[src/mcs_pkg.sv]
// shared types and constants of the markov chain sampler
`timescale 1ns / 1ps
`default_nettype none

package mcs_pkg;

    // widths fixed by the item and register formats
    localparam int STATE_W   = 3;
    localparam int POS_W     = 16;
    localparam int NUM_W     = STATE_W + POS_W;
    localparam int RNG_W     = 64;
    localparam int PROBS_W   = 60;
    localparam int CFG_IDX_W = 3;
    localparam int NUM_ROWS  = 6;

    // register indexes
    localparam logic [CFG_IDX_W-1:0] REG_START_PROBS = 3'd0;
    localparam logic [CFG_IDX_W-1:0] REG_SEED        = 3'd6;

    // reset values
    localparam logic [PROBS_W-1:0] PROBS_RESET = 60'h333333333333333;
    localparam logic [RNG_W-1:0]   SEED_RESET  = 64'd42;
    localparam logic [RNG_W-1:0]   ZERO_FIX    = 64'd42;

    // xorshift shift amounts
    localparam int XS_A = 12;
    localparam int XS_B = 25;
    localparam int XS_C = 27;

    // sequencer states
    typedef enum logic [2:0] {
        ST_IDLE,
        ST_DRAW,
        ST_SCAN,
        ST_POS,
        ST_MUL,
        ST_FIX
    } seq_state_t;

    // control of the random word unit
    typedef struct packed {
        logic load;
        logic step;
    } rng_ctrl_t;

endpackage

`default_nettype wire

[src/mcs_if.sv]
// handshake channels of the markov chain sampler
`timescale 1ns / 1ps
`default_nettype none

interface mcs_req_if;
    logic valid;
    logic ready;
    logic start_new_chain;

    modport source (output valid, output start_new_chain, input ready);
    modport sink (input valid, input start_new_chain, output ready);
endinterface

interface mcs_sample_if;
    logic                       valid;
    logic                       ready;
    logic [mcs_pkg::STATE_W-1:0] chain_state;
    logic [mcs_pkg::POS_W-1:0]   position;

    modport source (output valid, output chain_state, output position, input ready);
    modport sink (input valid, input chain_state, input position, output ready);
endinterface

interface mcs_cfg_if;
    logic                          valid;
    logic                          ready;
    logic [mcs_pkg::CFG_IDX_W-1:0] index;
    logic [mcs_pkg::RNG_W-1:0]     data;

    modport source (output valid, output index, output data, input ready);
    modport sink (input valid, input index, input data, output ready);
endinterface

`default_nettype wire

[src/mcs_rng.sv]
// 64-bit xorshift word with seed load and zero fix
`timescale 1ns / 1ps
`default_nettype none

module mcs_rng (
    input  wire logic                      clk,
    input  wire logic                      rst_n,
    input  wire mcs_pkg::rng_ctrl_t        ctrl,
    input  wire logic [mcs_pkg::RNG_W-1:0] seed,
    output logic [mcs_pkg::RNG_W-1:0]      word
);

    logic [mcs_pkg::RNG_W-1:0] word_reg;
    logic [mcs_pkg::RNG_W-1:0] word_next;
    logic [mcs_pkg::RNG_W-1:0] w0;
    logic [mcs_pkg::RNG_W-1:0] w1;
    logic [mcs_pkg::RNG_W-1:0] w2;
    logic [mcs_pkg::RNG_W-1:0] w3;

    // one xorshift step, a zero word restarts from the fixed value
    always_comb
    begin
        w0 = (word_reg == '0) ? mcs_pkg::ZERO_FIX : word_reg;
        w1 = w0 ^ (w0 >> mcs_pkg::XS_A);
        w2 = w1 ^ (w1 << mcs_pkg::XS_B);
        w3 = w2 ^ (w2 >> mcs_pkg::XS_C);
    end

    // seed load or step
    always_comb
    begin
        word_next = word_reg;
        if (ctrl.load)
        begin
            word_next = seed;
        end
        else if (ctrl.step)
        begin
            word_next = w3;
        end
    end

    always_ff @(posedge clk or negedge rst_n)
    begin
        if (!rst_n)
        begin
            word_reg <= mcs_pkg::SEED_RESET;
        end
        else
        begin
            word_reg <= word_next;
        end
    end

    assign word = word_reg;

endmodule

`default_nettype wire

[src/markov_chain_sampler_core.sv]
// markov chain sampler: sequencer, probability rows and position divider
// Usage:
//   sample_req carries one item per sample: start_new_chain picks the start
//   row, otherwise the row of the current chain state is used (the start row
//   is also used while no chain is active yet).
//   sample returns chain_state and position for every item, in order.
//   cfg writes register index 0 (start row), 1..5 (rows of states 0..4) or
//   6 (seed, reloads the random word); other indexes are dropped. Writes are
//   taken in every cycle and are meant for idle periods only.
// Sequence:
//   each item runs, in order, a random step, the running-sum compare over
//   the row entries at one row entry per cycle (stops at the first hit), a
//   second random step, a reciprocal multiply and a correction step. A new
//   item is taken only when idle again, after the previous one finishes.
// Reset:
//   rows reset to 819/4096 each, the word to 42, no chain active.
// Stall:
//   the result sits in an output register; while it is not taken a finished
//   sample waits in the correction cycle and the next item is held off.
`timescale 1ns / 1ps
`default_nettype none

module markov_chain_sampler_core #(
    parameter int CHAIN_STATES = 5,
    parameter int PROB_BITS    = 12
) (
    input  wire logic   clk,
    input  wire logic   rst_n,
    mcs_req_if.sink     sample_req,
    mcs_sample_if.source sample,
    mcs_cfg_if.sink     cfg
);

    localparam int K_W         = $clog2(CHAIN_STATES);
    localparam int SUM_W       = PROB_BITS + $clog2(CHAIN_STATES);
    localparam int RECIP_SHIFT = 24;
    localparam int PROD_W      = mcs_pkg::NUM_W + RECIP_SHIFT;
    localparam logic [RECIP_SHIFT-1:0] RECIP = RECIP_SHIFT'((2 ** RECIP_SHIFT) / CHAIN_STATES);

    mcs_pkg::seq_state_t state_reg;
    mcs_pkg::seq_state_t state_next;

    logic [mcs_pkg::PROBS_W-1:0]   probs_reg [0:mcs_pkg::NUM_ROWS-1];
    logic [mcs_pkg::CFG_IDX_W-1:0] row_sel_reg;
    logic [K_W-1:0]                k_reg;
    logic [SUM_W-1:0]              sum_reg;
    logic [mcs_pkg::STATE_W-1:0]   pick_reg;
    logic [mcs_pkg::STATE_W-1:0]   cur_reg;
    logic                          active_reg;
    logic [mcs_pkg::NUM_W-1:0]     num_reg;
    logic [PROD_W-1:0]             prod_reg;
    logic                          out_valid_reg;
    logic [mcs_pkg::STATE_W-1:0]   out_state_reg;
    logic [mcs_pkg::POS_W-1:0]     out_pos_reg;

    mcs_pkg::rng_ctrl_t        rng_ctrl;
    logic [mcs_pkg::RNG_W-1:0] rng_word;
    logic                      req_accept;
    logic                      cfg_accept;
    logic                      out_free;
    logic [mcs_pkg::PROBS_W-1:0] row_word;
    logic [SUM_W-1:0]          sum_new;
    logic                      hit;
    logic                      last_k;
    logic [mcs_pkg::POS_W-1:0] q_est;
    logic [mcs_pkg::NUM_W-1:0] rem;
    logic [mcs_pkg::POS_W-1:0] q_fix;

    // handshakes
    assign req_accept       = sample_req.valid && sample_req.ready;
    assign cfg_accept       = cfg.valid && cfg.ready;
    assign cfg.ready        = 1'b1;
    assign out_free         = !out_valid_reg || sample.ready;
    assign sample.valid       = out_valid_reg;
    assign sample.chain_state = out_state_reg;
    assign sample.position    = out_pos_reg;

    // random word unit
    mcs_rng u_rng (
        .clk   (clk),
        .rst_n (rst_n),
        .ctrl  (rng_ctrl),
        .seed  (cfg.data),
        .word  (rng_word)
    );

    // running-sum compare against the top bits of the word
    assign row_word = probs_reg[row_sel_reg];
    assign sum_new  = sum_reg + SUM_W'(row_word[k_reg * PROB_BITS +: PROB_BITS]);
    assign hit      = SUM_W'(rng_word[mcs_pkg::RNG_W-1 -: PROB_BITS]) < sum_new;
    assign last_k   = (k_reg == K_W'(CHAIN_STATES - 1));

    // reciprocal quotient with one correction step
    assign q_est = prod_reg[RECIP_SHIFT +: mcs_pkg::POS_W];
    assign rem   = num_reg - mcs_pkg::NUM_W'(q_est * CHAIN_STATES);
    assign q_fix = (rem >= mcs_pkg::NUM_W'(CHAIN_STATES)) ? q_est + 1'b1 : q_est;

    // next state
    always_comb
    begin
        state_next = state_reg;
        unique case (state_reg)
            mcs_pkg::ST_IDLE:
            begin
                if (req_accept)
                begin
                    state_next = mcs_pkg::ST_DRAW;
                end
            end
            mcs_pkg::ST_DRAW:
            begin
                state_next = mcs_pkg::ST_SCAN;
            end
            mcs_pkg::ST_SCAN:
            begin
                if (hit || last_k)
                begin
                    state_next = mcs_pkg::ST_POS;
                end
            end
            mcs_pkg::ST_POS:
            begin
                state_next = mcs_pkg::ST_MUL;
            end
            mcs_pkg::ST_MUL:
            begin
                state_next = mcs_pkg::ST_FIX;
            end
            mcs_pkg::ST_FIX:
            begin
                if (out_free)
                begin
                    state_next = mcs_pkg::ST_IDLE;
                end
            end
            default:
            begin
                state_next = mcs_pkg::ST_IDLE;
            end
        endcase
    end

    // sequencer outputs
    always_comb
    begin
        sample_req.ready = 1'b0;
        rng_ctrl.load    = cfg_accept && (cfg.index == mcs_pkg::REG_SEED);
        rng_ctrl.step    = 1'b0;
        unique case (state_reg)
            mcs_pkg::ST_IDLE: sample_req.ready = 1'b1;
            mcs_pkg::ST_DRAW: rng_ctrl.step = 1'b1;
            mcs_pkg::ST_POS:  rng_ctrl.step = 1'b1;
            default:          rng_ctrl.step = 1'b0;
        endcase
    end

    always_ff @(posedge clk or negedge rst_n)
    begin
        if (!rst_n)
        begin
            state_reg <= mcs_pkg::ST_IDLE;
        end
        else
        begin
            state_reg <= state_next;
        end
    end

    // probability rows
    always_ff @(posedge clk or negedge rst_n)
    begin
        if (!rst_n)
        begin
            for (int i = 0; i < mcs_pkg::NUM_ROWS; i++)
            begin
                probs_reg[i] <= mcs_pkg::PROBS_RESET;
            end
        end
        else if (cfg_accept && (cfg.index < mcs_pkg::REG_SEED))
        begin
            probs_reg[cfg.index] <= cfg.data[mcs_pkg::PROBS_W-1:0];
        end
    end

    // chain state and output register
    always_ff @(posedge clk or negedge rst_n)
    begin
        if (!rst_n)
        begin
            cur_reg       <= '0;
            active_reg    <= 1'b0;
            out_valid_reg <= 1'b0;
        end
        else
        begin
            if ((state_reg == mcs_pkg::ST_FIX) && out_free)
            begin
                out_valid_reg <= 1'b1;
                cur_reg       <= pick_reg;
                active_reg    <= 1'b1;
            end
            else if (out_valid_reg && sample.ready)
            begin
                out_valid_reg <= 1'b0;
            end
        end
    end

    // datapath registers
    always_ff @(posedge clk)
    begin
        unique case (state_reg)
            mcs_pkg::ST_IDLE:
            begin
                if (sample_req.start_new_chain || !active_reg)
                begin
                    row_sel_reg <= mcs_pkg::REG_START_PROBS;
                end
                else
                begin
                    row_sel_reg <= cur_reg + 1'b1;
                end
            end
            mcs_pkg::ST_DRAW:
            begin
                k_reg   <= '0;
                sum_reg <= '0;
            end
            mcs_pkg::ST_SCAN:
            begin
                sum_reg  <= sum_new;
                k_reg    <= k_reg + 1'b1;
                pick_reg <= mcs_pkg::STATE_W'(k_reg);
            end
            mcs_pkg::ST_MUL:
            begin
                num_reg  <= {pick_reg, rng_word[mcs_pkg::RNG_W-1 -: mcs_pkg::POS_W]};
                prod_reg <= PROD_W'({pick_reg, rng_word[mcs_pkg::RNG_W-1 -: mcs_pkg::POS_W]})
                            * PROD_W'(RECIP);
            end
            mcs_pkg::ST_FIX:
            begin
                if (out_free)
                begin
                    out_state_reg <= pick_reg;
                    out_pos_reg   <= q_fix;
                end
            end
            default:
            begin
                k_reg <= k_reg;
            end
        endcase
    end

`ifndef SYNTHESIS
    // an accepted item always starts with a random step
    assert property (@(posedge clk) disable iff (!rst_n)
        req_accept |=> state_reg == mcs_pkg::ST_DRAW)
        else $error("accepted item did not start a draw");

    // results only name existing states
    assert property (@(posedge clk) disable iff (!rst_n)
        sample.valid |-> 32'(sample.chain_state) < CHAIN_STATES)
        else $error("chain state out of range");

    // the scan never walks past the last row entry
    assert property (@(posedge clk) disable iff (!rst_n)
        state_reg == mcs_pkg::ST_SCAN |-> 32'(k_reg) < CHAIN_STATES)
        else $error("scan index out of range");

    // a finished sample is only handed over when the output register is free
    assert property (@(posedge clk) disable iff (!rst_n)
        (out_valid_reg && !sample.ready) |=> $stable(out_pos_reg))
        else $error("stalled position changed");
`endif

endmodule

`default_nettype wire

[src/flat_wrapper.sv]
// flat-port wrapper written by rule: the top's interface ports become plain ports
module markov_chain_sampler_core_flat 
#(
    parameter int CHAIN_STATES = 5,
    parameter int PROB_BITS    = 12
)
  (clk, rst_n, sample_req_valid, sample_req_start_new_chain, sample_req_ready, sample_valid, sample_chain_state, sample_position, sample_ready, cfg_valid, cfg_index, cfg_data, cfg_ready);
  mcs_req_if sample_req_i ();
  mcs_sample_if sample_i ();
  mcs_cfg_if cfg_i ();
  input  wire logic clk;
  input  wire logic rst_n;
  input wire logic [$bits(sample_req_i.valid)-1:0] sample_req_valid;
  input wire logic [$bits(sample_req_i.start_new_chain)-1:0] sample_req_start_new_chain;
  output wire logic [$bits(sample_req_i.ready)-1:0] sample_req_ready;
  output wire logic [$bits(sample_i.valid)-1:0] sample_valid;
  output wire logic [$bits(sample_i.chain_state)-1:0] sample_chain_state;
  output wire logic [$bits(sample_i.position)-1:0] sample_position;
  input wire logic [$bits(sample_i.ready)-1:0] sample_ready;
  input wire logic [$bits(cfg_i.valid)-1:0] cfg_valid;
  input wire logic [$bits(cfg_i.index)-1:0] cfg_index;
  input wire logic [$bits(cfg_i.data)-1:0] cfg_data;
  output wire logic [$bits(cfg_i.ready)-1:0] cfg_ready;
  assign sample_req_i.valid = sample_req_valid;
  assign sample_req_i.start_new_chain = sample_req_start_new_chain;
  assign sample_req_ready = sample_req_i.ready;
  assign sample_valid = sample_i.valid;
  assign sample_chain_state = sample_i.chain_state;
  assign sample_position = sample_i.position;
  assign sample_i.ready = sample_ready;
  assign cfg_i.valid = cfg_valid;
  assign cfg_i.index = cfg_index;
  assign cfg_i.data = cfg_data;
  assign cfg_ready = cfg_i.ready;
  markov_chain_sampler_core #(.CHAIN_STATES(CHAIN_STATES), .PROB_BITS(PROB_BITS)) u_core (.clk(clk), .rst_n(rst_n), .sample_req(sample_req_i), .sample(sample_i), .cfg(cfg_i));
endmodule
[config.mk]
export PLATFORM = sky130hd
export DESIGN_NAME = markov_chain_sampler_core_flat
export DESIGN_NICKNAME = d
export VERILOG_FILES = /design/src/mcs_pkg.sv /design/src/mcs_if.sv /design/src/mcs_rng.sv /design/src/markov_chain_sampler_core.sv /design/src/flat_wrapper.sv
export SDC_FILE = /design/constraint.sdc
export NUM_CORES = 1
export LEC_CHECK = 0
export BUFFER_PORTS_ARGS = -buffer_cell sky130_fd_sc_hd__buf_2
export CAP_MARGIN = 20
export CORE_MARGIN = 4
export CORE_UTILIZATION = 50
export CTS_BUF_LIST = sky130_fd_sc_hd__clkbuf_4 sky130_fd_sc_hd__clkbuf_8 sky130_fd_sc_hd__clkbuf_16
export CTS_CLUSTER_SIZE = 30
export DETAILED_ROUTE_END_ITERATION = 7
export PLACE_DENSITY = 0.75
export SLEW_MARGIN = 20
export SYNTH_ARGS = -nofsm -noshare
export SYNTH_HDL_FRONTEND = slang
export SYNTH_HIERARCHICAL = 1
export SYNTH_SLANG_ARGS = --single-unit
[constraint.sdc]
create_clock -name clk -period 6.73 [get_ports clk]
set_clock_uncertainty 0.05 [all_clocks]
set_input_delay 1.346 -clock clk [delete_from_list [all_inputs] [get_ports clk]]
set_output_delay 1.346 -clock clk [all_outputs]
set_load 0.1 [all_outputs]
==> metrics <==
distinct cell type count after synthesis=80; synthesized instance count=between 2,000 and 3,000; Hold-fix buffers, CTS=0; Top Ports=95; via/cell ratio=roughly 5.8; Yosys reg bits=510; Inserted Clock Buffers=between 50 and 60; M3 GR Usage=5.27%; Detail Placement HPWL=about 57,000 um; total wire length=between 80,000 and 90,000 um; cell taking the most area after synthesis=dfrtp_1; clock latency on the worst-skew pair=around 0.63 ns; Initial Utilization=50.4%; final setup fails=0; vias in the first global route=21,700; Die Y=about 260 um; violation count after the first detailed-routing iteration=around 1,500; final net count=2,940; most frequent CP cell=fa_1; GR Util met2=between 40% and 50%; worst-path maximum fanout=6; Mapped Area=between 0.03 and 0.04 mm2; layout cells sized above 1=35.0%; maxcap violations=0; wire per inst=between 20 and 25 um; Max stage delay cell, worst path=fa_1; GR Util met1=31.8%; Post-synth EDFFs=78; Peak Freq=0.156 GHz; Routed Antenna Nets=0; Slew headroom=29.3%; CP Cell Sequence=ha_1 > fa_1 > inv_1 > fa_1 > fa_1 > inv_1 > fa_1 > fa_1 > inv_1 > ha_1 > a2111oi_1 > o211ai_1 > a2111oi_0 > buf_4 > nor3_1 > or2_2 > a211o_1 > a21oi_1 > xnor2_1; Die Area=~0.066 mm2; Crit path max-delay family=adder cells; Rows=91; GRT Max-Usage Layer=met2; Crit. End Element=flop; initial antenna violation count=9; WP buf/inv=4; syn_area_per_cell=approximately 12 um2; CTS Root Cell=clkbuf_16; synth-to-layout area growth=10.9%; Die X=~260 um; kind of critical path=reg -> reg; commonest non-fill, non-tap cell in the layout=mux2_2; Yosys top cell area share=approximately 20%; Fillers=slightly above 5,000; # port buffers=between 90 and 100; ranking of synthesized cells by area=dfrtp_1 20%, dfstp_2 15%, mux2_2 14%; Global Route Usage Sum=24.4%; r2r setup slk=~0.3 ns; min-delay worst type=reg -> reg; CTS sink count=510; first-pass GRT wire length=about 130,000 um; pin count of the biggest net entering global routing=between 100 and 150; grt total ovfl=0; worst-margin pin slew=~1.1 ns; commonest cells after routing, fill and taps aside=377 x mux2_2, 249 x dfrtp_1, 243 x inv_1; # DRC=0; crit path DAT=approximately 6.7 ns; 1st-pass router iterations=5; crit-path max cell delay=~0.54 ns; Synthesized Nets=2,865; minimum clock period=about 6.4 ns; sequential share of the synthesized area=between 40% and 50%; top_reg_cell synth=dfrtp_1; Hold Fails Final Rpt=0; setup TNS=0 ns; TritonCTS clock tree=built; detailed-route via count=between 20,000 and 25,000; outcome=finished clean; core area=roughly 0.06 mm2; startpoint class of the critical path=flop; Pins Over Slew Limit=0; max FFs per register=360; asr flop ratio synth=a little over four fifths; number of H-tree levels=2; Routability Congestion=0.953; register clock-pin slew on the reported worst setup and hold paths=0.06 ns; RSZ-0062 raised after global routing=false; CP required=about 7 ns; Ys Warns=6; period utilization=a little over nine tenths; clk buf depth=3
[what timing repair did]
item | 4_1_cts | 5_1_grt
endpoints found under the setup margin | 0 | 1
buffers inserted | 0 | 0
gates resized for setup | 0 | 2
[path summary, 6_finish.rpt]
kind,end,from,depth (start not counted)
worst min-delay path,u_core/active_reg,u_core/active_reg,1
max in group asynchronous,u_core/u_rng/word[53],rst_n,2
min in group asynchronous,u_core/probs_reg[191],rst_n,1
worst max register to register,u_core/prod_reg[39],u_core/u_rng/word[51],19
worst max-delay path,u_core/prod_reg[39],u_core/u_rng/word[51],19
worst min register to register,u_core/active_reg,u_core/active_reg,1
[cell usage after synthesis, drive strengths merged, types with 5 or more instances]
master   number
a22oi        24
nand4        12
clkbuf       87
o21a          8
or3           7
fa          100
a21o         18
buf          32
nand2       164
edfxtp       78
or2           6
nor3         26
nand2b       15
dfstp       183
inv         244
a21oi        59
o21ai        89
o2111ai       5
and3         12
nor2         66
nor2b        16
mux2i        13
mux4         96
ha          175
dfrtp       249
nor4         25
mux2        379
xor2        104
nand3        16
a211oi       16
nand3b        5
nor3b        10
o21bai        5
xnor2       106
o22ai        13
[cells by family after synthesis]
group	count (synthesis)	share of synthesized area (%)
compound gates	273	5.51
flops	510	43.0
other cells	1	0.0120
fa+ha+maj	275	13.5
mux	488	21.1
simple gates	395	6.24
buf+inv	363	4.56
xor+xnor	212	6.13
[per-layer routing]
metal,share of wire (%),vias up
li1,-,8971
met1,41,10400
met2,48,589
met3,6.1,159
met4,4.3,6
met5,0.042,-
[layout make-up]
class	instances	area [um2]	area share (%)
Timing Repair Buffer	140	895	2.59
Tap cell	837	1050	3.03
Antenna cell	5	12.5	0.0363
Inverter	244	916	2.65
Clock buffer	78	1640	4.74
Multi-Input combinational cell	1644	16400	47.5
Clock inverter	20	240	0.696
Sequential cell	510	13400	38.8
[through the flow]
stage | hold slack [ns] | cells | setup slack (ns) | cell area [um2] | util, %
after global routing | 0.467 | 3477 | 0.0486 | 34500 | 55.9
after global placement | 0.411 | 3375 | 0.237 | 32600 | 52.8
final | 0.448 | 3478 | 0.299 | 34500 | 55.9
after detailed placement | 0.414 | 3375 | 0.226 | 32600 | 52.8
after CTS | 0.454 | 3473 | 0.215 | 34500 | 55.9
after floorplan | 0.374 | 2517 | 0.586 | 31100 | -
Power is left out: the tool's default activity adds up to more than one toggle a clock period on the data nets, which glitch-free logic cannot reach.
